--- config.mk ---
export PLATFORM = sky130hd
export DESIGN_NAME = baud_divisor_search
export DESIGN_NICKNAME = d
export VERILOG_FILES = /design/src/rtl/bds_pkg.sv /design/src/rtl/bds_div.sv /design/src/rtl/baud_divisor_search.sv
export SDC_FILE = /design/constraint.sdc
export NUM_CORES = 1
export LEC_CHECK = 0
export ABC_CLOCK_PERIOD_IN_PS = 18200
export BUFFER_PORTS_ARGS = -buffer_cell sky130_fd_sc_hd__buf_2
export CAP_MARGIN = 25
export CORE_MARGIN = 3
export CORE_UTILIZATION = 30
export DETAILED_ROUTE_END_ITERATION = 8
export GPL_ROUTABILITY_DRIVEN = 0
export PLACE_DENSITY_LB_ADDON = 0.2
export SLEW_MARGIN = 10
export SYNTH_ARGS = -nofsm -noshare
export SYNTH_HDL_FRONTEND = slang
export SYNTH_SLANG_ARGS = --single-unit
export TNS_END_PERCENT = 20
--- constraint.sdc ---
create_clock -name clk -period 18.2 [get_ports clk]
set_input_delay 0.91 -clock clk [delete_from_list [all_inputs] [get_ports clk]]
set_output_delay 0.91 -clock clk [all_outputs]
set_load 0.05 [all_outputs]
--- src/rtl/bds_pkg.sv ---
package bds_pkg;

  localparam int MAX_OVERSAMPLE = 32;
  localparam int MIN_OVERSAMPLE = 4;
  localparam int DIVISOR_BITS   = 13;

  localparam int CLK_W  = 32;
  localparam int BAUD_W = 24;
  localparam int OSR_W  = 6;
  localparam int ERR_W  = 32;
  // full-width divisor candidate (clock / (baud * 4) + 1 fits)
  localparam int DV_W   = 32;
  // divider denominator: (d + 1) * osr can exceed 32 bits
  localparam int DEN_W  = 33;
  localparam int STEP_W = $clog2(CLK_W);

  localparam logic [DIVISOR_BITS-1:0] DIV_LIMIT = '1;
  localparam logic [OSR_W-1:0] OSR_MIN = OSR_W'(MIN_OVERSAMPLE);
  localparam logic [OSR_W-1:0] OSR_MAX = OSR_W'(MAX_OVERSAMPLE);

  typedef struct packed {
    logic [CLK_W-1:0]  clock_hz;
    logic [BAUD_W-1:0] baud_rate;
  } bds_req_t;

  typedef struct packed {
    logic [DIVISOR_BITS-1:0] divisor;
    logic [OSR_W-1:0]        oversample;
    logic [ERR_W-1:0]        rate_error;
    logic                    divisor_saturated;
  } bds_rsp_t;

  typedef struct packed {
    logic             start;
    logic [CLK_W-1:0] dividend;
    logic [DEN_W-1:0] denom;
  } bds_div_ctl_t;

  typedef struct packed {
    logic             done;
    logic [CLK_W-1:0] quotient;
  } bds_div_sts_t;

  typedef enum logic [2:0] {
    S_IDLE,
    S_QUOT_GO,
    S_QUOT,
    S_LO_GO,
    S_LO,
    S_HI_GO,
    S_HI,
    S_DONE
  } bds_state_t;

endpackage

--- src/rtl/bds_div.sv ---
module bds_div (
  input  logic                  clk,
  input  logic                  rst,
  input  bds_pkg::bds_div_ctl_t ctl,
  output bds_pkg::bds_div_sts_t sts
);
  import bds_pkg::*;

  logic              busy;
  logic              done;
  logic [STEP_W-1:0] step;
  logic [DEN_W-1:0]  rem;
  logic [DEN_W-1:0]  den;
  logic [CLK_W-1:0]  quo;
  logic [DEN_W:0]    shifted;
  logic              ge;

  assign shifted = {rem, quo[CLK_W-1]};
  assign ge      = shifted >= {1'b0, den};

  always_ff @(posedge clk) begin
    if (rst) begin
      busy <= 1'b0;
      done <= 1'b0;
      step <= '0;
    end else begin
      done <= 1'b0;
      if (ctl.start) begin
        busy <= 1'b1;
        step <= '0;
      end else if (busy) begin
        step <= step + 1'b1;
        if (step == STEP_W'(CLK_W - 1)) begin
          busy <= 1'b0;
          done <= 1'b1;
        end
      end
    end
  end

  always_ff @(posedge clk) begin
    if (ctl.start) begin
      rem <= '0;
      den <= ctl.denom;
      quo <= ctl.dividend;
    end else if (busy) begin
      rem <= ge ? DEN_W'(shifted - {1'b0, den}) : shifted[DEN_W-1:0];
      quo <= {quo[CLK_W-2:0], ge};
    end
  end

  assign sts.done     = done;
  assign sts.quotient = quo;

endmodule

--- src/rtl/baud_divisor_search.sv ---
// Channel  Direction  Handshake             Payload
// req      in         req_valid/req_ready   clock_hz, baud_rate
// rsp      out        rsp_valid/rsp_ready   divisor, oversample, rate_error, divisor_saturated
//
// One request at a time. Each ratio costs up to three passes of the shared
// bit-serial divider, each launched from its own issue state; all 29
// ratios are tried in turn, fewer on an exact match.
// req_ready is high only when idle; the result holds until rsp_ready.
// Synchronous reset returns to idle; no clearing pass.
module baud_divisor_search (
  input  logic              clk,
  input  logic              rst,
  input  logic              req_valid,
  output logic              req_ready,
  input  bds_pkg::bds_req_t req,
  output logic              rsp_valid,
  input  logic              rsp_ready,
  output bds_pkg::bds_rsp_t rsp
);
  import bds_pkg::*;

  bds_state_t       state, state_next;
  bds_div_ctl_t     div_ctl;
  bds_div_sts_t     div_sts;

  logic [CLK_W-1:0]  clk_hz;
  logic [BAUD_W-1:0] baud;
  logic [OSR_W-1:0]  osr;
  logic [DV_W-1:0]   dv;
  logic [DV_W-1:0]   best_div;
  logic [OSR_W-1:0]  best_osr;
  logic [ERR_W-1:0]  best_err;

  logic [DV_W-1:0]   mul_a;
  logic [ERR_W-1:0]  err;
  logic              take;
  logic              exact;
  logic              sat;

  bds_div u_div (
    .clk (clk),
    .rst (rst),
    .ctl (div_ctl),
    .sts (div_sts)
  );

  assign mul_a = (state == S_HI_GO) ? DV_W'(dv + 1'b1) : dv;
  assign err   = (div_sts.quotient >= CLK_W'(baud)) ?
                 ERR_W'(div_sts.quotient - CLK_W'(baud)) :
                 ERR_W'(CLK_W'(baud) - div_sts.quotient);
  assign take  = best_err >= err;
  assign exact = err == '0;

  always_comb begin
    state_next = state;
    unique case (state)
      S_IDLE:    if (req_valid) state_next = S_QUOT_GO;
      S_QUOT_GO: state_next = S_QUOT;
      S_QUOT:    if (div_sts.done) state_next = S_LO_GO;
      S_LO_GO:   state_next = S_LO;
      S_LO:      if (div_sts.done) state_next = (take && exact) ? S_DONE : S_HI_GO;
      S_HI_GO:   state_next = S_HI;
      S_HI: begin
        if (div_sts.done) begin
          state_next = ((take && exact) || osr == OSR_MAX) ? S_DONE : S_QUOT_GO;
        end
      end
      S_DONE:    if (rsp_ready) state_next = S_IDLE;
      default:   state_next = S_IDLE;
    endcase
  end

  always_comb begin
    req_ready        = 1'b0;
    rsp_valid        = 1'b0;
    div_ctl.start    = 1'b0;
    div_ctl.dividend = clk_hz;
    div_ctl.denom    = DEN_W'(baud) * DEN_W'(osr);
    unique case (state)
      S_IDLE:    req_ready = 1'b1;
      S_QUOT_GO: div_ctl.start = 1'b1;
      S_LO_GO, S_HI_GO: begin
        div_ctl.start = 1'b1;
        div_ctl.denom = DEN_W'(mul_a) * DEN_W'(osr);
      end
      S_DONE:    rsp_valid = 1'b1;
      default: ;
    endcase
  end

  always_ff @(posedge clk) begin
    if (rst) begin
      state <= S_IDLE;
    end else begin
      state <= state_next;
    end
  end

  always_ff @(posedge clk) begin
    unique case (state)
      S_IDLE: begin
        if (req_valid) begin
          clk_hz   <= req.clock_hz;
          baud     <= (req.baud_rate == '0) ? BAUD_W'(1) : req.baud_rate;
          osr      <= OSR_MIN;
          best_err <= '1;
          best_div <= '0;
          best_osr <= OSR_MIN;
        end
      end
      S_QUOT: begin
        if (div_sts.done) begin
          dv <= (div_sts.quotient == '0) ? DV_W'(1) : div_sts.quotient;
        end
      end
      S_LO: begin
        if (div_sts.done && take) begin
          best_err <= err;
          best_div <= dv;
          best_osr <= osr;
        end
      end
      S_HI: begin
        if (div_sts.done) begin
          if (take) begin
            best_err <= err;
            best_div <= DV_W'(dv + 1'b1);
            best_osr <= osr;
          end
          osr <= osr + 1'b1;
        end
      end
      default: ;
    endcase
  end

  assign sat                   = best_div > DV_W'(DIV_LIMIT);
  assign rsp.divisor           = sat ? DIV_LIMIT : best_div[DIVISOR_BITS-1:0];
  assign rsp.oversample        = best_osr;
  assign rsp.rate_error        = best_err;
  assign rsp.divisor_saturated = sat;

endmodule

Yosys cells after proc, flatten, opt, wreduce, memory -nomap -nowiden
Cells that the tools add are included.

storage, ports and cells
  output and inout bits = 54
  bits in registers = 272
  input port bits = 60

operators by class
  equality and inequality tests = 16
  $add $sub $neg = 6
  bitwise gates (word level) = 1
  order comparisons = 4
  reductions and logical operators = 19
  multiply operators = 2
  mux-type cells = 39

operators with widths
  cell                     number
  $mux W32                 12
  $pmux W32 S3             2
  $logic_not A32 Y1        2
  $ge A34 B33 Y1           1
  $mul A32 B6 Y33          1
  $mux W33                 1
  $sub A33 B33 Y33         1
  $add A32 B1 Y32 const B  1
  $ge A32 B24 Y1           1
  $ge A32 B32 Y1           1
  $gt A32 B13 Y1 const B   1
  $sub A24 B32 Y32         1
  $sub A32 B24 Y32         1
  $mul A24 B6 Y30          1
  $mux W30                 1
  $mux W6                  5
  $logic_not A24 Y1        1
  $pmux W3 S8              1
  $mux W3                  6
  $pmux W6 S3              1
  $mux W13                 1
  $eq A3 B3 Y1 const B     4
  $pmux W6 S2              1
  $reduce_and A5 Y1        2
  other kinds (20)         37

Logic depth before layout (Yosys ltp)
Gate-level depths: netlist (run 1).

  depth in word-level cells = 8
  mapped depth = 25
  depth with buffers taken out = 24

Cells and area by module
From an unflattened synthesis (run 1), not the netlist that was laid out.

second synthesis, totals
  cells, all modules = 2888
  area, all modules = 26223.9 µm²

modules (own cells, without submodules)
  module               area each (µm²)  seq. area each (µm²)  cells each  instances
  baud_divisor_search  20206.9          4984.8                2286        1
  bds_div              6017.0           2752.6                602         1

Worst setup path after synthesis (run 1)
Ideal clock, no wire load.

  path kind = flip-flop to flip-flop
  from = register baud[12]
  to = register best_div[0], enable pin
  period minus slack after synthesis = 7.376 ns
  arrival = 6.878 ns
  path buffers = 2
  stages on the path, launching flop included = 22
  setup slack = 10.824 ns
  cells stage by stage = edfxtp_1 > ha_1 > buf_2 > nand4_1 > or2_2 > or4_1 > o2111ai_2 > nand2_2 > buf_6 > a311oi_1 > nor2_1 > xor2_1 > ha_1 > a21o_1 > a21o_1 > a21oi_1 > o21ai_0 > a21o_1 > a221oi_1 > o21ai_0 > a31oi_1 > nor2_1

between the ends
  longest elaborated chain between the ends = 6
  elaborated cells on any way between the ends = 9

RTL lines
  what                                            line                        source
  start, declared                                 baud_divisor_search.sv:27   logic [BAUD_W-1:0] baud;
  start signal, assigned                          baud_divisor_search.sv:104  baud <= (req.baud_rate == '0) ? BAUD_W'(1) : req.baud_rate;
  $sub A24 B32 Y32, or another cell as far along  baud_divisor_search.sv:50   ERR_W'(CLK_W'(baud) - div_sts.quotient);
  $mux W32 *                                      baud_divisor_search.sv:48   assign err = (div_sts.quotient >= CLK_W'(baud)) ?
  $ge A32 B32 Y1 *                                baud_divisor_search.sv:51   assign take = best_err >= err;
  $logic_and A1 B1 Y1                             baud_divisor_search.sv:117  if (div_sts.done && take) begin
  $ne A2 B2 Y1 (no line)                          n/a
  $reduce_and A5 Y1 (no line) *                   n/a
  end signal, assigned                            baud_divisor_search.sv:119  best_div <= dv;
  end signal, assigned                            baud_divisor_search.sv:127  best_div <= DV_W'(dv + 1'b1);
  end, declared                                   baud_divisor_search.sv:30   logic [DV_W-1:0] best_div;

Mark *: on every way between the ends. The rest lies on a longest branch, timed or not.
A chain may end at the register's enable or synchronous reset.

Final worst setup path (run 1)
  from = register u_div.quo[0]
  to = register best_osr[3], enable pin

between the ends
  longest elaborated chain between the ends = 6
  elaborated cells on any way between the ends = 9

RTL lines
  what                                            line                        source
  start, declared                                 bds_div.sv:14               logic [CLK_W-1:0] quo;
  start signal, assigned                          bds_div.sv:45               quo <= ctl.dividend;
  start signal, assigned                          bds_div.sv:48               quo <= {quo[CLK_W-2:0], ge};
  $sub A24 B32 Y32, or another cell as far along  baud_divisor_search.sv:50
  $mux W32 *                                      baud_divisor_search.sv:48
  $ge A32 B32 Y1 *                                baud_divisor_search.sv:51
  $logic_and A1 B1 Y1                             baud_divisor_search.sv:117
  $ne A2 B2 Y1 (no line)                          n/a
  $reduce_and A5 Y1 (no line) *                   n/a
  end signal, assigned                            baud_divisor_search.sv:120  best_osr <= osr;
  end signal, assigned                            baud_divisor_search.sv:128  best_osr <= osr;
  end, declared                                   baud_divisor_search.sv:31   logic [OSR_W-1:0] best_osr;

Marks and branches as above.

==> flow_summary.yaml, run 1 <==
sta:
  max_clock_freq_ghz: 0.137
  worstMarginPinSlew_ps: 949
  grt_setup_unrepaired: "no"
  final-hold-violation-count: 0
  period_needed_ps: 7280
  final-max-slew-violation-count: 0
  slew_headroom_pct: 36.6
  finalSetupTns_ps: 0
  setup_viol: 0
  finalCritPeriodShare_pct: 40.0
  fin_ws_ps: 10920
  clock_skew_ps: 33.4
outcome:
  outcome: "complete, no violations"
route:
  wl_um: 79500
  wl_met3_um: 4040
  ant_nets: 0
  drc: 0
  dr_wl_met2_um: 35900
  wl_met1_um: 37600
  drtIter0Drc: 1438
  topRoutingLayerUsed: "met4"
  viasPerCell: 4.98
  dr.pass1.iters: 5
  routedWlPerCell_um: 19.3
  vias: 20500
yosys:
  synth_top_area_share_pct: 26.5
  yosys_warnings: 0
  yosys.area.top_type: "edfxtp_1"
  ys_seq_area_share_pct: 29.8
  syn-num-nets: 3397
  syn_area_um2: 26000
  yosys-top-cells-count: "nand2_1 (562), inv_1 (327), edfxtp_1 (229), fa_1 (205), ha_1 (191)"
  synth-edff-count: 229
  synth_area_leaders: "edfxtp_1 (26%), fa_1 (16%), ha_1 (9.2%)"
  ys.flop_type: "edfxtp_1"
  synthCells: 2941
  ys_async_sr_fraction_pct: 0
  avgSynthCellArea_um2: 8.84
  ys_ff_latch: 272
  synth.most_common_cell: "nand2_1"
  ys_types: 82
global_route:
  gr-total-overflow: 0
  grt_pass1_wl_um: 124000
  grt_start_max_net_pins: 69
  grt_pass1_vias: 20700
  antenna_found_initial: 0
  track_usage_pct: 17.8
critical_path:
  worstPathArrival_ps: 7480
  crit_chain: "inv_1 -> ha_1 -> inv_1 -> fa_1 -> a211oi_1 -> o21ai_0 -> o22ai_1 -> o2111ai_2 -> nand2_2 -> mux2i_1 -> xor2_1 -> ha_1 -> nand4_1 -> a211oi_1 -> a21oi_1 -> o21ai_0 -> a31oi_1 -> nor2_4 -> buf_4"
  critPathSlowestCell: "nor2_4"
  cp_max_fo: 36
  worstSetupStartpointType: "register"
  crit_type: "register to register"
  critical_path_required_ps: 18410
  max_stage_delay_ps: 770
  worst_setup_path_end_kind: "register"
cts:
  cts_tree: "yes"
  clk_latency_ps: 580
  holdBufCountCts: 0
  path_clk_slew_ps: 60
  cts_max_level: 2
  cts_made_buffers: 35
  clock_sinks: 272
  clk_root_buffer_cell: "clkbuf_16"
  cts_max_path_buffers: 3
  cts_setup_buffers: 0
  cts_resized: 0
floorplanning:
  die_y_um: 300
  io_pins: 114
  core_area_um2: 85500
  dieArea_um2: 90200
  start_util_pct: 30.4
  dieWidth_um: 300
  rows: 107
placement:
  place_hpwl_um: 61600
  dp_worst_setup_slack_ps: 11010
  portBuffers: 113
finish:
  post-route-util_pct: 33.6
  drive_gt1_share_pct: 7.78
  nets: 3397
  syn2layout_area_growth_pct: 10.6
worst_hold_path:
  holdCritPathClass: "register to register"
power_and_ir_drop:
  vdd_drop_max_mv: 0.0747
  p_leak_nw: 12.2
  power_density_nw_per_um2: 111
job:
  cap_violations: 0
-- path summary, 6_finish.rpt --
path | cells past startpoint | slack [ps] | to | from
worst min-delay path | 2 | 470 | u_div.rem[32] | u_div.rem[32]
worst max-delay path | 19 | 10920 | best_osr[3] | u_div.quo[0]
worst max register to register | 19 | 10920 | best_osr[3] | u_div.quo[0]
worst min register to register | 2 | 470 | u_div.rem[32] | u_div.rem[32]
-- per-layer routing --
metal  up-vias  track usage [%]
met2       457             28.3
met5         -                0
met1     10100             25.3
met4         0             4.66
li1       9888                -
met3        75             2.65
-- critical path, delay by kind of cell (launching register included) --
| family | cells | cell delay (ps) |
|---|---|---|
| flip-flops | 1 | 420 |
| adder cells (fa/ha/maj) | 3 | 860 |
| XOR/XNOR | 1 | 410 |
| buffers and inverters | 3 | 790 |
| AND/OR/NAND/NOR | 3 | 1550 |
| AO/OA/AOI/OAI | 8 | 2530 |
| multiplexers | 1 | 290 |
-- flip-flops by register name, indices dropped and copies added, names as in the netlist --
register / cells
u_div.den: 33
u_div.rem: 33
best_div: 32
best_err: 32
clk_hz: 32
dv: 32
u_div.quo: 32
baud: 24
best_osr: 6
osr: 6
u_div.step: 5
state: 3
u_div.busy: 1
u_div.done: 1
-- cell usage in the layout (no fill, tap or decap), types with 19 or more instances in the layout --
cell type | netlist | layout
buf_2 | 8 | 113
and2_1 | 30 | 30
buf_4 | 1 | 22
xor2_1 | 78 | 78
nor4_1 | 25 | 24
nand3_1 | 45 | 45
a21o_1 | 60 | 60
nor3_1 | 42 | 40
and3_1 | 22 | 22
o21bai_1 | 19 | 19
mux2i_1 | 24 | 24
edfxtp_1 | 229 | 229
a21oi_1 | 148 | 148
dfxtp_1 | 43 | 42
ha_1 | 191 | 191
nand2b_1 | 32 | 32
xnor2_1 | 91 | 91
o21ai_0 | 139 | 139
nand2_1 | 562 | 562
inv_1 | 327 | 326
a211oi_1 | 24 | 24
a31oi_1 | 21 | 21
nand4_1 | 48 | 48
clkbuf_16 | 0 | 35
fa_1 | 205 | 205
nor2_1 | 165 | 164
o21a_1 | 22 | 22
-- kinds of logic after synthesis --
group / after synthesis / share of synthesized area, %
flip-flops: 272 / 29.8
adder cells (fa/ha/maj): 396 / 25.0
AND/OR/NAND/NOR: 1040 / 17.9
AO/OA/AOI/OAI: 534 / 13.0
multiplexers: 24 / 0.924
XOR/XNOR: 174 / 6.01
buffers and inverters: 501 / 7.40
-- final cells by class --
class | instances | area, um^2
Timing Repair Buffer | 135 | 731
Multi-Input combinational cell | 2168 | 16400
Clock inverter | 23 | 338
Fill cell | 8979 | 56800
Antenna cell | 1 | 2.50
Tap cell | 1144 | 1430
Sequential cell | 272 | 7740
Clock buffer | 41 | 908
Inverter | 329 | 1240
-- where the power goes --
| group | total [W] | switching (W) | internal [W] |
|---|---|---|---|
| Sequential | 0.000847 | 0.0000620 | 0.000785 |
| Combinational | 0.00158 | 0.000977 | 0.000603 |
| Clock | 0.000759 | 0.000296 | 0.000462 |
-- metrics by stage --
step	hold slack, ps	instances	power (W)	instance area, um^2
2_1_floorplan	451	2941	0.00199	26000
3_3_place_gp	466	4048	0.00244	27500
3_5_place_dp	467	4048	0.00243	27500
4_1_cts	476	4112	0.00322	28800
5_1_grt	478	4112	0.00345	28800
6_report	475	4113	0.00319	28800
Note: power is estimated with default switching activity, not from simulation.
==> inputs of run 2 (changes only) <==
- ABC_AREA: not set -> 1
- ABC_CLOCK_PERIOD_IN_PS: 18200 -> 7000
- clock period: 18.2 -> 7 ns (I/O delays scaled with it)
==> flow_summary.yaml, run 2 <==
outcome:
  outcome: "complete, no violations"
floorplanning:
  core_area_um2: 91800
  dieArea_um2: 96400
  io_pins: 114
  start_util_pct: 30.3
  dieWidth_um: 310
  rows: 111
  die_y_um: 310
global_route:
  track_usage_pct: 19.0
  gr-total-overflow: 0
  antenna_found_initial: 1
  grt_pass1_vias: 24300
  grt_pass1_wl_um: 141000
  grt_start_max_net_pins: 65
finish:
  syn2layout_area_growth_pct: 13.3
  nets: 4338
  layout_common_cells: "nand2_1 (1,242), inv_1 (649), edfxtp_1 (229), nor2_1 (220), fa_1 (205)"
  fin_cells: 5152
  drive_gt1_share_pct: 7.37
  final_common_cell: "nand2_1"
  reg_top3: "u_div.den: 33 flops, u_div.rem: 33 flops"
critical_path:
  worst_setup_path_end_kind: "register"
  worstSetupStartpointType: "register"
  path_delay_family: "simple AND/OR/NAND/NOR gates"
  path_buf_inv: 2
  path_common_cell: "nand2_1"
  crit_chain: "inv_1 -> nor3_1 -> nand2_1 -> nor2_2 -> nand3_1 -> nor2_1 -> nand2_1 -> nor3_1 -> nand2_1 -> xor2_1 -> o21ai_1 -> nand2_1 -> fa_1 -> inv_1 -> fa_1 -> fa_1 -> ha_1 -> nand2_1 -> nor4_1 -> nand3_1 -> o2111ai_1 -> xor2_1 -> nand2_1 -> nand2_1"
  crit_type: "register to register"
  worstPathArrival_ps: 6880
  critPathSlowestCell: "fa_1"
  cp_max_fo: 6
  critical_path_required_ps: 7430
  max_stage_delay_ps: 530
route:
  drc: 0
  vias: 24100
  dr.pass1.iters: 5
  ant_nets: 0
  drtIter0Drc: 1748
  wl_um: 91100
  routedWlPerCell_um: 17.7
  viasPerCell: 4.68
cts:
  clock_sinks: 272
  cts_resized: 0
  cts_setup_buffers: 0
  cts_made_buffers: 34
  cts_max_level: 2
  holdBufCountCts: 55
  cts_max_path_buffers: 3
  path_clk_slew_ps: 60
  clk_latency_ps: 590
  clk_root_buffer_cell: "clkbuf_16"
  cts_tree: "yes"
placement:
  portBuffers: 113
  place_hpwl_um: 73900
  dp.cells: 5033
yosys:
  synth_top_area_share_pct: 24.7
  ys.flop_type: "edfxtp_1"
  ys_async_sr_fraction_pct: 0
  avgSynthCellArea_um2: 7.39
  ys_seq_area_share_pct: 27.8
  ys_types: 54
  yosys_warnings: 0
  ys_ff_latch: 272
  yosys-top-cells-count: "nand2_1 (1,243), inv_1 (650), edfxtp_1 (229), nor2_1 (226), fa_1 (205)"
  syn-num-nets: 4220
  synthCells: 3764
  synth_area_leaders: "edfxtp_1 (25%), nand2_1 (17%), fa_1 (15%)"
  synth-edff-count: 229
  syn_area_um2: 27800
  yosys.area.top_type: "edfxtp_1"
  synth.most_common_cell: "nand2_1"
power_and_ir_drop:
  power_density_nw_per_um2: 457
  p_leak_nw: 15.2
  vdd_drop_max_mv: 0.224
job:
  cap_violations: 0
worst_hold_path:
  holdCritPathClass: "input pin to register"
sta:
  grt_setup_unrepaired: "no"
  finalCritPeriodShare_pct: 92.2
  finalSetupTns_ps: 0
  final-max-slew-violation-count: 0
  max_clock_freq_ghz: 0.155
  worstMarginPinSlew_ps: 1000
  final-hold-violation-count: 0
  slew_headroom_pct: 32.7
  setup_viol: 0
  period_needed_ps: 6460
  clock_skew_ps: 35.5
==> run 2: cell families (layout without fill, tap and decap cells) <==
| kind of cell | count (synthesis) | in the layout | share of synthesized area [%] |
|---|---|---|---|
| buf+inv | 802 | 944 | 11.0 |
| compound gates | 431 | 431 | 8.53 |
| fa+ha+maj | 396 | 396 | 23.3 |
| xor+xnor | 111 | 111 | 3.50 |
| other cells | 0 | 3 | 0 |
| flops | 272 | 272 | 27.8 |
| simple gates | 1752 | 1752 | 25.8 |
==> run 2: worst reg2reg max path, stage by stage (launching register included) <==
cell       delay, ps
edfxtp_1         400
inv_1            110
nor3_1           260
nand2_1          190
nor2_2           210
nand3_1          160
nor2_1           180
nand2_1          150
nor3_1           230
nand2_1          100
xor2_1           160
o21ai_1          510
nand2_1          150
fa_1             530
inv_1             60
fa_1             510
fa_1             500
ha_1             400
nand2_1          130
nor4_1           410
nand3_1          130
o2111ai_1        150
xor2_1           430
nand2_1          150
nand2_1          100
==> run 2: power by group <==
part	switching [W]	internal [W]	leakage, nW
clock	0.000759	0.00106	0.538
sequential	0.000377	0.00245	2.45
combinational	0.00647	0.00328	12.2
==> run 2: cell type report <==
cell class	instances	area, um^2
fillers	9850	60300
inverters	661	2480
clock buffers	43	885
well taps	1243	1560
multi-input cells	2690	17100
clock inverters	17	239
flip-flops and latches	272	7740
repair buffers	223	1550
diodes	3	7.51
==> run 2: final timing paths <==
check / start / end / slack (ps) / cells after the start
worst max-delay path: dv[4] / u_div.den[26] / 540 / 24
worst max register to register: dv[4] / u_div.den[26] / 540 / 24
worst min-delay path: req[43] / clk_hz[19] / 50 / 1
worst min register to register: u_div.step[4] / u_div.step[4] / 470 / 2
==> run 2: metal layers <==
metal / vias up / track usage, % / routed length (um)
li1: 12000 / - / -
met1: 11500 / 25.0 / 41400
met3: 118 / 1.97 / 3470
met5: - / 0 / 0
met4: 0 / 5.87 / 2800
met2: 491 / 32.8 / 43500
==> run 2: per-stage QoR <==
stage / power, W / cell area [um^2] / util [%] / worst slack (ps) / hold slack (ps)
2_1_floorplan: 0.00955 / 27800 / - / 1290 / 419
3_3_place_gp: 0.0126 / 29800 / 32.5 / 713 / 455
3_5_place_dp: 0.0126 / 29800 / 32.5 / 607 / 467
4_1_cts: 0.0145 / 31500 / 34.3 / 566 / 11.8
5_1_grt: 0.0159 / 31500 / 34.3 / 33.9 / 8.59
6_report: 0.0144 / 31500 / 34.3 / 543 / 48.4
